## config.mk

```make
export PLATFORM = sky130hd
export DESIGN_NAME = arithmetic_encoder_core
export DESIGN_NICKNAME = d
export VERILOG_FILES = /design/src/rtl/aenc_pkg.sv /design/src/rtl/arithmetic_encoder_core.sv /design/src/rtl/aenc_muldiv.sv
export SDC_FILE = /design/constraint.sdc
export NUM_CORES = 2
export LEC_CHECK = 0
export ABC_AREA = 1
export BUFFER_PORTS_ARGS = -buffer_cell sky130_fd_sc_hd__buf_2
export CAP_MARGIN = 20
export CELL_PAD_IN_SITES_DETAIL_PLACEMENT = 0
export CELL_PAD_IN_SITES_GLOBAL_PLACEMENT = 1
export CORE_ASPECT_RATIO = 1.2
export CORE_MARGIN = 10
export CORE_UTILIZATION = 45
export CTS_BUF_LIST = sky130_fd_sc_hd__clkbuf_4 sky130_fd_sc_hd__clkbuf_8
export DETAILED_ROUTE_END_ITERATION = 7
export PLACE_DENSITY = 0.77
export SLEW_MARGIN = 20
export SYNTH_ARGS = -nofsm -noshare
export SYNTH_HDL_FRONTEND = slang
export SYNTH_SLANG_ARGS = --single-unit
```

## constraint.sdc

```tcl
create_clock -name aclk -period 7.5 [get_ports aclk]
set_clock_uncertainty 0.15 [all_clocks]
set_input_delay 0 -clock aclk [delete_from_list [all_inputs] [get_ports aclk]]
set_output_delay 0 -clock aclk [all_outputs]
set_load 0.02 [all_outputs]
```

## src/rtl/aenc_pkg.sv

```systemverilog
`timescale 1ns / 1ps
package aenc_pkg;

    localparam int CODE_BITS    = 32;
    localparam int TOTAL_BITS   = 17;
    localparam int LOW_BITS     = 16;
    localparam int PENDING_BITS = 16;
    localparam int FOLLOW_BITS  = 16;
    localparam int SPAN_BITS    = CODE_BITS + 1;
    localparam int PROD_BITS    = SPAN_BITS + TOTAL_BITS;
    localparam int ITER_BITS    = $clog2(CODE_BITS + 1);
    localparam int STEP_BITS    = $clog2(SPAN_BITS + 2);

    localparam logic [CODE_BITS-1:0]    QUARTER_MARK = CODE_BITS'(1) << (CODE_BITS - 2);
    localparam logic [PENDING_BITS-1:0] PEND_MAX     = '1;

    typedef enum logic [2:0] {
        ST_IDLE,
        ST_LO_START,
        ST_LO_WAIT,
        ST_HI_START,
        ST_HI_WAIT,
        ST_RENORM,
        ST_FLUSH
    } enc_state_t;

endpackage

```

## src/rtl/arithmetic_encoder_core.sv

```systemverilog
`timescale 1ns / 1ps
// sequence: accept, two passes through the shared multiply-divide unit (low then high bound),
// then one renormalization step per cycle unless the output stalls (up to 32), one closing
// check and a flush; a new symbol is accepted only once the previous one is back in idle
// an empty symbol interval is accepted and yields no transaction
// reset (aresetn low, synchronous): interval to full range, pending count to zero,
// total count to 1, output channel empty
module arithmetic_encoder_core (
    input  logic        aclk,
    input  logic        aresetn,
    input  logic        cfg_we,
    input  logic [16:0] cfg_wdata,
    input  logic        s_tvalid,
    output logic        s_tready,
    input  logic [39:0] s_tdata,   // cum_low[15:0], cum_high[32:16], zero fill
    output logic        m_tvalid,
    input  logic        m_tready,
    output logic [23:0] m_tdata,   // lead_bit[0], follow_count[16:1], zero fill
    output logic        m_tlast
);
    import aenc_pkg::*;

    enc_state_t state_reg, state_next;

    logic [TOTAL_BITS-1:0]   total_reg;
    logic [TOTAL_BITS-1:0]   tot_reg;
    logic [TOTAL_BITS-1:0]   cl_reg;
    logic [TOTAL_BITS-1:0]   ch_reg;
    logic [CODE_BITS-1:0]    low_reg;
    logic [CODE_BITS-1:0]    high_reg;
    logic [PENDING_BITS-1:0] pend_reg;
    logic [SPAN_BITS-1:0]    qlo_reg;
    logic [ITER_BITS-1:0]    iter_reg;
    logic                    held_valid_reg;
    logic                    held_bit_reg;
    logic [FOLLOW_BITS-1:0]  held_follow_reg;
    logic                    m_tvalid_reg;
    logic                    m_bit_reg;
    logic [FOLLOW_BITS-1:0]  m_follow_reg;
    logic                    m_last_reg;

    logic [TOTAL_BITS-1:0]   t_eff;
    logic [TOTAL_BITS-1:0]   ch_in;
    logic [TOTAL_BITS-1:0]   cl_raw;
    logic [TOTAL_BITS-1:0]   cl_in;
    logic                    has_work;
    logic                    in_take;
    logic [SPAN_BITS-1:0]    span;
    logic                    md_start;
    logic                    md_done;
    logic [SPAN_BITS-1:0]    md_quot;
    logic [SPAN_BITS:0]      nl_sum;
    logic [SPAN_BITS:0]      nh_sum;
    logic                    out_free;
    logic                    emit;
    logic                    emit_bit;
    logic                    straddle;
    logic                    renorm_end;
    logic                    push;
    logic                    push_last;

    // clamp the incoming interval against the total
    assign t_eff    = (total_reg == '0) ? TOTAL_BITS'(1) : total_reg;
    assign cl_raw   = {1'b0, s_tdata[15:0]};
    assign ch_in    = (s_tdata[32:16] > t_eff) ? t_eff : s_tdata[32:16];
    assign cl_in    = (cl_raw > ch_in) ? ch_in : cl_raw;
    assign has_work = cl_in < ch_in;
    assign s_tready = (state_reg == ST_IDLE);
    assign in_take  = s_tvalid && s_tready;

    // shared multiply-divide unit
    assign span     = SPAN_BITS'({1'b0, high_reg} - {1'b0, low_reg} + 1'b1);
    assign md_start = (state_reg == ST_LO_START) || (state_reg == ST_HI_START);

    aenc_muldiv u_muldiv (
        .aclk    (aclk),
        .aresetn (aresetn),
        .start   (md_start),
        .span    (span),
        .factor  ((state_reg == ST_LO_START) ? cl_reg : ch_reg),
        .divisor (tot_reg),
        .done    (md_done),
        .quot    (md_quot)
    );

    assign nl_sum = {2'b00, low_reg} + {1'b0, qlo_reg};
    assign nh_sum = {2'b00, low_reg} + {1'b0, md_quot};

    // renormalization decision for one step
    assign out_free   = !m_tvalid_reg || m_tready;
    assign emit       = !high_reg[CODE_BITS-1] || low_reg[CODE_BITS-1];
    assign emit_bit   = low_reg[CODE_BITS-1];
    assign straddle   = low_reg[CODE_BITS-2] && !high_reg[CODE_BITS-2];
    assign renorm_end = (iter_reg == ITER_BITS'(CODE_BITS)) || (!emit && !straddle);

    // next state
    always_comb begin
        state_next = state_reg;
        unique case (state_reg)
            ST_IDLE:     if (in_take && has_work) state_next = ST_LO_START;
            ST_LO_START: state_next = ST_LO_WAIT;
            ST_LO_WAIT:  if (md_done) state_next = ST_HI_START;
            ST_HI_START: state_next = ST_HI_WAIT;
            ST_HI_WAIT:  if (md_done) state_next = ST_RENORM;
            ST_RENORM:   if (renorm_end) state_next = ST_FLUSH;
            ST_FLUSH:    if (!held_valid_reg || out_free) state_next = ST_IDLE;
            default:     state_next = ST_IDLE;
        endcase
    end

    // output push requests
    always_comb begin
        push      = 1'b0;
        push_last = 1'b0;
        unique case (state_reg)
            ST_RENORM: push = !renorm_end && emit && held_valid_reg && out_free;
            ST_FLUSH: begin
                push      = held_valid_reg && out_free;
                push_last = 1'b1;
            end
            default: push = 1'b0;
        endcase
    end

    // control registers
    always_ff @(posedge aclk) begin
        if (!aresetn) begin
            state_reg      <= ST_IDLE;
            total_reg      <= TOTAL_BITS'(1);
            low_reg        <= '0;
            high_reg       <= '1;
            pend_reg       <= '0;
            held_valid_reg <= 1'b0;
            m_tvalid_reg   <= 1'b0;
        end else begin
            state_reg <= state_next;
            if (cfg_we) begin
                total_reg <= cfg_wdata;
            end
            if (push) begin
                m_tvalid_reg <= 1'b1;
            end else if (m_tready) begin
                m_tvalid_reg <= 1'b0;
            end
            unique case (state_reg)
                ST_HI_WAIT: if (md_done) begin
                    low_reg  <= nl_sum[CODE_BITS-1:0];
                    high_reg <= (nh_sum > nl_sum) ? CODE_BITS'(nh_sum - 1'b1)
                                                  : nl_sum[CODE_BITS-1:0];
                end
                ST_RENORM: if (!renorm_end) begin
                    if (emit) begin
                        if (!held_valid_reg || out_free) begin
                            held_valid_reg <= 1'b1;
                            pend_reg       <= '0;
                            low_reg        <= low_reg << 1;
                            high_reg       <= {high_reg[CODE_BITS-2:0], 1'b1};
                        end
                    end else begin
                        if (pend_reg != PEND_MAX) pend_reg <= pend_reg + 1'b1;
                        low_reg  <= (low_reg - QUARTER_MARK) << 1;
                        high_reg <= {high_reg[CODE_BITS-2:0] - QUARTER_MARK[CODE_BITS-2:0],
                                     1'b1};
                    end
                end
                ST_FLUSH: if (out_free) held_valid_reg <= 1'b0;
                default: ;
            endcase
        end
    end

    // payload registers
    always_ff @(posedge aclk) begin
        if (in_take) begin
            tot_reg  <= t_eff;
            cl_reg   <= cl_in;
            ch_reg   <= ch_in;
            iter_reg <= '0;
        end
        if (state_reg == ST_LO_WAIT && md_done) begin
            qlo_reg <= md_quot;
        end
        if (state_reg == ST_RENORM && !renorm_end &&
            (!emit || !held_valid_reg || out_free)) begin
            iter_reg <= iter_reg + 1'b1;
            if (emit) begin
                held_bit_reg    <= emit_bit;
                held_follow_reg <= FOLLOW_BITS'(pend_reg);
            end
        end
        if (push) begin
            m_bit_reg    <= held_bit_reg;
            m_follow_reg <= held_follow_reg;
            m_last_reg   <= push_last;
        end
    end

    assign m_tvalid = m_tvalid_reg;
    assign m_tdata  = {7'b0, m_follow_reg, m_bit_reg};
    assign m_tlast  = m_last_reg;

    // checks on the interval and sequencing
    a_interval_order: assert property (@(posedge aclk) disable iff (!aresetn)
        high_reg >= low_reg) else $error("interval high below low");
    a_idle_no_held: assert property (@(posedge aclk) disable iff (!aresetn)
        state_reg == ST_IDLE |-> !held_valid_reg) else $error("held result left at idle");
    a_done_in_wait: assert property (@(posedge aclk) disable iff (!aresetn)
        md_done |-> (state_reg == ST_LO_WAIT || state_reg == ST_HI_WAIT))
        else $error("divider done outside wait");

endmodule

```

## src/rtl/aenc_muldiv.sv

```systemverilog
`timescale 1ns / 1ps
module aenc_muldiv (
    input  logic                                 aclk,
    input  logic                                 aresetn,
    input  logic                                 start,
    input  logic [aenc_pkg::SPAN_BITS-1:0]       span,
    input  logic [aenc_pkg::TOTAL_BITS-1:0]      factor,
    input  logic [aenc_pkg::TOTAL_BITS-1:0]      divisor,
    output logic                                 done,
    output logic [aenc_pkg::SPAN_BITS-1:0]       quot
);
    import aenc_pkg::*;

    logic [PROD_BITS-1:0]  prod_reg;
    logic [TOTAL_BITS-1:0] rem_reg;
    logic [SPAN_BITS-1:0]  quot_reg;
    logic [STEP_BITS-1:0]  step_reg;
    logic                  done_reg;
    logic [TOTAL_BITS:0]   rem_try;
    logic                  fits;

    // one restoring division step per cycle
    assign rem_try = {rem_reg, prod_reg[SPAN_BITS-1]};
    assign fits    = rem_try >= {1'b0, divisor};

    // step counter and done pulse
    always_ff @(posedge aclk) begin
        if (!aresetn) begin
            step_reg <= '0;
            done_reg <= 1'b0;
        end else begin
            done_reg <= 1'b0;
            if (start) begin
                step_reg <= STEP_BITS'(SPAN_BITS + 1);
            end else if (step_reg != '0) begin
                step_reg <= step_reg - 1'b1;
                if (step_reg == STEP_BITS'(1)) begin
                    done_reg <= 1'b1;
                end
            end
        end
    end

    // product, remainder and quotient
    always_ff @(posedge aclk) begin
        if (start) begin
            prod_reg <= PROD_BITS'(span) * PROD_BITS'(factor);
            quot_reg <= '0;
        end else if (step_reg == STEP_BITS'(SPAN_BITS + 1)) begin
            rem_reg <= prod_reg[PROD_BITS-1:SPAN_BITS];
        end else if (step_reg != '0) begin
            rem_reg  <= fits ? TOTAL_BITS'(rem_try - {1'b0, divisor})
                             : TOTAL_BITS'(rem_try);
            prod_reg <= prod_reg << 1;
            quot_reg <= {quot_reg[SPAN_BITS-2:0], fits};
        end
    end

    assign done = done_reg;
    assign quot = quot_reg;

endmodule

```

# ---- After elaboration in Yosys (flattened, before gate mapping)
# Index checks and enable logic that the tools add are counted.
dict set report totals {
  wordCells 156
  regBits 334
  out_inout_bits 27
  input_bits 62
}
dict set report classes {
  n_lt_le_gt_ge 5
  n_eq_ne 22
  n_mux 44
  mul 1
  bitwise_logic 5
  add_sub_neg 11
  n_reduce_logical 45
}
# op count
set ops {}
lappend ops {{$mux W32} 9}
lappend ops {{$mux W50} 3}
lappend ops {{$pmux W32 S2} 2}
lappend ops {{$mux W17} 7}
lappend ops {{$add A32 B33 Y34} 2}
lappend ops {{$sub A31 B31 Y31 const B} 2}
lappend ops {{$mul A33 B17 Y50} 1}
lappend ops {{$mux W16} 3}
lappend ops {{$gt A34 B34 Y1} 1}
lappend ops {{$add A33 B1 Y33 const B} 1}
lappend ops {{$sub A32 B32 Y33} 1}
lappend ops {{$sub A32 B1 Y32 const B} 1}
lappend ops {{$mux W6} 4}
lappend ops {{$pmux W3 S7} 1}
lappend ops {{$ge A18 B17 Y1} 1}
lappend ops {{$gt A16 B17 Y1} 1}
lappend ops {{$gt A17 B17 Y1} 1}
lappend ops {{$logic_not A17 Y1} 1}
lappend ops {{$lt A17 B17 Y1} 1}
lappend ops {{$sub A17 B17 Y17} 1}
lappend ops {{$add A16 B1 Y16 const B} 1}
lappend ops {{$ne A16 B16 Y1 const B} 1}
lappend ops {{$mux W3} 5}
lappend ops {{$ne A2 B2 Y1 const B} 7}
lappend ops {{23 further kinds} 75}

# ---- Longest topological paths before layout
dict set report logic_depth {
  word_depth 11
  mapped_depth 44
  mapped_depth_nobuf 44
}

# ---- Cells and area by module
# Synthesis repeated with hierarchy kept, for this count alone.
dict set report unflattened {
  cells_unflattened 6118
  hier_area_um2 44109.8
}
# module seq_area_each_um2 n_inst area_each_um2 cells_each
set modules_own_cells {}
lappend modules_own_cells {aenc_muldiv 2812.7 1 25141.6 3463}
lappend modules_own_cells {arithmetic_encoder_core 5795.6 1 18968.2 2655}

# ---- Least setup slack after synthesis
# No wires, ideal clock.
dict set report synth_timing {
  path_kind {register to register}
  from {register low_reg[1]}
  to {register u_muldiv.prod_reg[49] (data pin)}
  slack_ns -0.487
  required_time_ns 7.097
  n_path_buf 1
  setup_ns 0.253
  synth_period_minus_slack_ns 7.987
  path_stages_with_launch 41
  t_arrival_ns 7.584
  cell_sequence {dfxtp_1 > ha_1 > inv_1 > ha_1 > fa_1 > nand3_1 > nand2_1 > nand2_1 > nand2_1 > a21oi_1 > o21ai_1 > nand3_1 > nand3_1 > nand3_1 > nand2_1 > nand2_1 > nand3_1 > nand2_1 > (+5 left out) > fa_1 > fa_1 > fa_1 > inv_1 > fa_1 > inv_1 > ha_1 > a21oi_1 > nor2_1 > nor2_1 > inv_1 > a21oi_1 > nor2_1 > a2111oi_0 > o211ai_1 > or2_2 > nand3_1 > nand2_1}
}
dict set report synth_via {
  elab_chain_cells 4
}
# element line_no
set synth_lines {}
lappend synth_lines {{start: declaration} arithmetic_encoder_core.sv:29} ;# logic [CODE_BITS-1:0] low_reg;
lappend synth_lines {{start signal: assignment} arithmetic_encoder_core.sv:147} ;# low_reg <= nl_sum[CODE_BITS-1:0];
lappend synth_lines {{start signal: assignment} arithmetic_encoder_core.sv:156} ;# low_reg <= low_reg << 1;
lappend synth_lines {{start signal: assignment} arithmetic_encoder_core.sv:161} ;# low_reg <= (low_reg - QUARTER_MARK) << 1;
lappend synth_lines {{$sub A32 B32 Y33} arithmetic_encoder_core.sv:72} ;# assign span = SPAN_BITS'({1'b0, high_reg} - {1'b0, low_reg} + 1'b1);
lappend synth_lines {{$add A33 B1 Y33} arithmetic_encoder_core.sv:72}
lappend synth_lines {{$mul A33 B17 Y50} aenc_muldiv.sv:47} ;# prod_reg <= PROD_BITS'(span) * PROD_BITS'(factor);
lappend synth_lines {{$mux W50} aenc_muldiv.sv:46} ;# if (start) begin
lappend synth_lines {{end signal: assignment} aenc_muldiv.sv:47}
lappend synth_lines {{end signal: assignment} aenc_muldiv.sv:54} ;# prod_reg <= prod_reg << 1;
lappend synth_lines {{end: declaration} aenc_muldiv.sv:14} ;# logic [PROD_BITS-1:0] prod_reg;
# No other way between the ends.
# A chain may end at the register's enable or synchronous reset.

# ---- Final worst setup path
dict set report layout_timing {
  from {register high_reg[1]}
  to {register u_muldiv.prod_reg[49] (data pin)}
}
dict set report layout_via {
  elab_chain_cells 4
}
# element line_no
set layout_lines {}
lappend layout_lines {{start: declaration} arithmetic_encoder_core.sv:30} ;# logic [CODE_BITS-1:0] high_reg;
lappend layout_lines {{start signal: assignment} arithmetic_encoder_core.sv:148} ;# high_reg <= (nh_sum > nl_sum) ? CODE_BITS'(nh_sum - 1'b1)
lappend layout_lines {{start signal: assignment} arithmetic_encoder_core.sv:157} ;# high_reg <= {high_reg[CODE_BITS-2:0], 1'b1};
lappend layout_lines {{start signal: assignment} arithmetic_encoder_core.sv:162} ;# high_reg <= {high_reg[CODE_BITS-2:0] - QUARTER_MARK[CODE_BITS-2:0],
lappend layout_lines {{$sub A32 B32 Y33} arithmetic_encoder_core.sv:72}
lappend layout_lines {{$add A33 B1 Y33} arithmetic_encoder_core.sv:72}
lappend layout_lines {{$mul A33 B17 Y50} aenc_muldiv.sv:47}
lappend layout_lines {{$mux W50} aenc_muldiv.sv:46}
# No other way between the ends.

==> flow_metrics.tcl <==
set metrics [dict create \
    outcome "complete, but fails checks" \
    failed_checks "negative setup slack" \
    cts_tree "done" \
    timing.max_slew.rel_slack 0.357 \
    grt_antenna_before_repair 15 \
    detailedRoute.firstIterationViolations 2452 \
    globalRoute.busiestLayer "met2" \
    layout_cells_sized_above_1 0.239 \
    floorplan.initialDensity 0.455 \
    nFillCells 8497 \
    max_cap_violations 0 \
    placed_cells_incl_taps 7131 \
    final.hold.worst_slack_ps 165 \
    yosys.area.top_type "sky130_fd_sc_hd__fa_1" \
    ys_flop_type "sky130_fd_sc_hd__edfxtp_1" \
    synth.yosys.seq_area_share 0.208 \
    fin_util 0.582 \
    worstReg2RegStart "high_reg[1]$_SDFFE_PN1P_" \
    std_cell_rows 121 \
    synth_cells 5409 \
    post_drt_wl_per_cell_um 18.8 \
    timing_hold_violations_final 0 \
    timing.hold.worst.class "in2reg" \
    grt_setup_unrepaired "yes" \
    worst-endpoint-arrival_ps 8360 \
    cp_slowest_stage_delay_ps 560 \
    cts-buffers-inserted 58 \
    setup.worst_path.class "reg2reg" \
    tightestPinTransition_ps 954 \
    grt_pass1_vias 40300 \
    die_width_um 297 \
    async_reset_ff_frac 0 \
    route.detailed.vias_per_inst 5.19 \
    number_of_flip_flops_in_the_largest_register 50 \
    number_of_nets_still_failing_antenna_checks_after_routing 0 \
    final_max_slew_viol_count 0 \
    report.final.setup_viol 32 \
    clock_tree.htree_level_count 2 \
    final-instance-count-excl-fill 7459 \
    num_io_pins 89 \
    endpoint_kind "flop" \
    synth_area_leaders "sky130_fd_sc_hd__fa_1 (23%), sky130_fd_sc_hd__edfxtp_1 (14%), sky130_fd_sc_hd__ha_1 (11%)" \
    fin_crit_sh 1.07 \
    cts_num_sinks 334 \
    timing.hold.worst_path_depth 4 \
    holdPathEnd "cl_reg[6]$_DFFE_PP_" \
    hold_path.startpoint "s_tdata[6]" \
    crit_path_start_kind "flop" \
    grtUsageMet2 0.474 \
    synth_edf_count 192 \
    reg2reg_slack_ps -530 \
    ff_to_ff_end "u_muldiv.prod_reg[49]$_DFFE_PP_" \
    synthesis.area_um2 41500 \
    dieArea_um2 105000 \
    worst_skew_pair_latency_ps 720 \
    ys_types 58 \
    num-nets-final 7054 \
    finalCriticalPeriod_ps 8030 \
    core-area_um2 91100 \
    grt_overflow_total 0 \
    grtUsageMet3 0.0331 \
    critical-path-top-delay-family "adder cells" \
    buffers_plus_inverters_on_the_worst_setup_path 10 \
    pre_repair_dr_iteration_count 6 \
    setup_total_negative_slack_ps -10750 \
    routed-via-count 38700 \
    critical_path_required_ps 7830 \
    route.detailed.drc 0 \
    post-synth-top-area-fraction 0.226 \
    setup_ws_ps -533 \
    syn-mean-instance-area_um2 7.67 \
    worst-path-max-fanout 4 \
    crit_path_frequent_cell "sky130_fd_sc_hd__inv_2" \
    dp.final_hpwl_mm 113 \
    clockRootBuffer "sky130_fd_sc_hd__clkbuf_8" \
    cts.reportedPaths.clkPinSlew_ps 70 \
    port_buffers 74 \
    grt_first_pass_wirelength_mm 219 \
    grt_max_degree 90 \
    layout_commonest_cell "sky130_fd_sc_hd__nand2_1" \
    ys_seq_elements 334 \
    grt_use_total 0.264 \
    route.final.wire_length_mm 140 \
    most-common-layout-cells "sky130_fd_sc_hd__nand2_1 (971), sky130_fd_sc_hd__inv_1 (941), sky130_fd_sc_hd__buf_4 (614)" \
    fp.dieH_um 353 \
    worst_reg_to_reg_path_cell_count 40 \
    cts.path.max_buffers 3 \
    fmaxAchievable_mhz 124 \
    flow.area_growth_from_synthesis_pct 28.0 \
    synth_warnings 0 \
    cp_max_delay_cell "sky130_fd_sc_hd__fa_2" \
    grt_use_met1 0.299 \
    gpl.final_weighted_congestion 0.967 \
]
worst reg2reg max path, delay by kind of cell (launching register included):
kind | cells | cell delay (ps)
AND/OR/NAND/NOR | 12 | 1240
flip-flops | 1 | 330
buffers and inverters | 10 | 690
XOR/XNOR | 1 | 220
adder cells (fa/ha/maj) | 10 | 3990
AO/OA/AOI/OAI | 7 | 1190
cells by family (layout without fill, tap and decap cells):
kind of cell / after synthesis / after routing / share of synthesized area
other cells: 1 / 22 / 0.0000904
compound gates: 828 / 828 / 0.110
simple gates: 2084 / 2084 / 0.215
xor+xnor: 92 / 94 / 0.0194
buf+inv: 1242 / 2039 / 0.114
fa+ha+maj: 827 / 827 / 0.334
mux: 1 / 1 / 0.000241
flops: 334 / 334 / 0.208
stage by stage:
stage	worst slack, ps	instance area, um2
after global routing	-917	53100
after global placement	-1030	47600
after floorplan	-116	41800
after detailed placement	-1080	47600
final	-533	53100
after CTS	-452	51800
cell usage after synthesis, types with 24 or more instances:
cell type and number:
sky130_fd_sc_hd__a21oi_1 336, sky130_fd_sc_hd__a31oi_1 35, sky130_fd_sc_hd__clkbuf_1 138, sky130_fd_sc_hd__dfxtp_1 142, sky130_fd_sc_hd__edfxtp_1 192, sky130_fd_sc_hd__fa_1 468
sky130_fd_sc_hd__ha_1 359, sky130_fd_sc_hd__inv_1 1035, sky130_fd_sc_hd__nand2_1 1058, sky130_fd_sc_hd__nand3_1 250, sky130_fd_sc_hd__nand4_1 44, sky130_fd_sc_hd__nor2_1 489
sky130_fd_sc_hd__nor3_1 48, sky130_fd_sc_hd__o21ai_0 293, sky130_fd_sc_hd__o21ai_1 24, sky130_fd_sc_hd__o22ai_1 33, sky130_fd_sc_hd__or2_2 115, sky130_fd_sc_hd__xnor2_1 35
sky130_fd_sc_hd__xor2_1 57
worst max path at each step:
stage,startpoint,endpoint,depth (start not counted)
4_1_cts,high_reg[1]$_SDFFE_PN1P_,u_muldiv.prod_reg[49]$_DFFE_PP_,39
3_5_place_dp,high_reg[1]$_SDFFE_PN1P_,u_muldiv.prod_reg[30]$_DFFE_PP_,40
6_report,high_reg[1]$_SDFFE_PN1P_,u_muldiv.prod_reg[49]$_DFFE_PP_,40
2_1_floorplan,low_reg[1]$_SDFFE_PN0P_,u_muldiv.prod_reg[49]$_DFFE_PP_,38
3_3_place_gp,high_reg[1]$_SDFFE_PN1P_,u_muldiv.prod_reg[30]$_DFFE_PP_,37
5_1_grt,high_reg[1]$_SDFFE_PN1P_,u_muldiv.prod_reg[49]$_DFFE_PP_,40
cell type report:
type | count | area (um2) | share of cell area
antenna | 14 | 35.0 | 0.000660
clock buffer | 77 | 985 | 0.0186
clock inverter | 33 | 313 | 0.00589
inverter | 1064 | 4040 | 0.0761
multi-input combinational | 3842 | 30500 | 0.576
sequential | 334 | 8620 | 0.162
tap | 1230 | 1540 | 0.0290
timing repair buffer | 865 | 7000 | 0.132
timing repair:
| item | in CTS | in global routing |
|---|---|---|
| gates cloned | 2 | 0 |
| resized for setup | 348 | 285 |
| hold buffers | 111 | 0 |
| endpoints found under the hold margin | 122 | 0 |
| endpoints found under the setup margin | 37 | 41 |
| setup buffers | 57 | 41 |
| pin swaps | 145 | 153 |
layer usage:
layer | part of all wire | vias to the layer above | routed length [um]
met1 | 0.39 | 18600 | 54200
met3 | 0.046 | 421 | 6480
met2 | 0.50 | 1099 | 70300
li1 | - | 18700 | -
met4 | 0.067 | 0 | 9420
met5 | 0 | - | 0
Power is not shown: default switching activity piles up to over one toggle a cycle in this logic, so the estimate is an artifact.
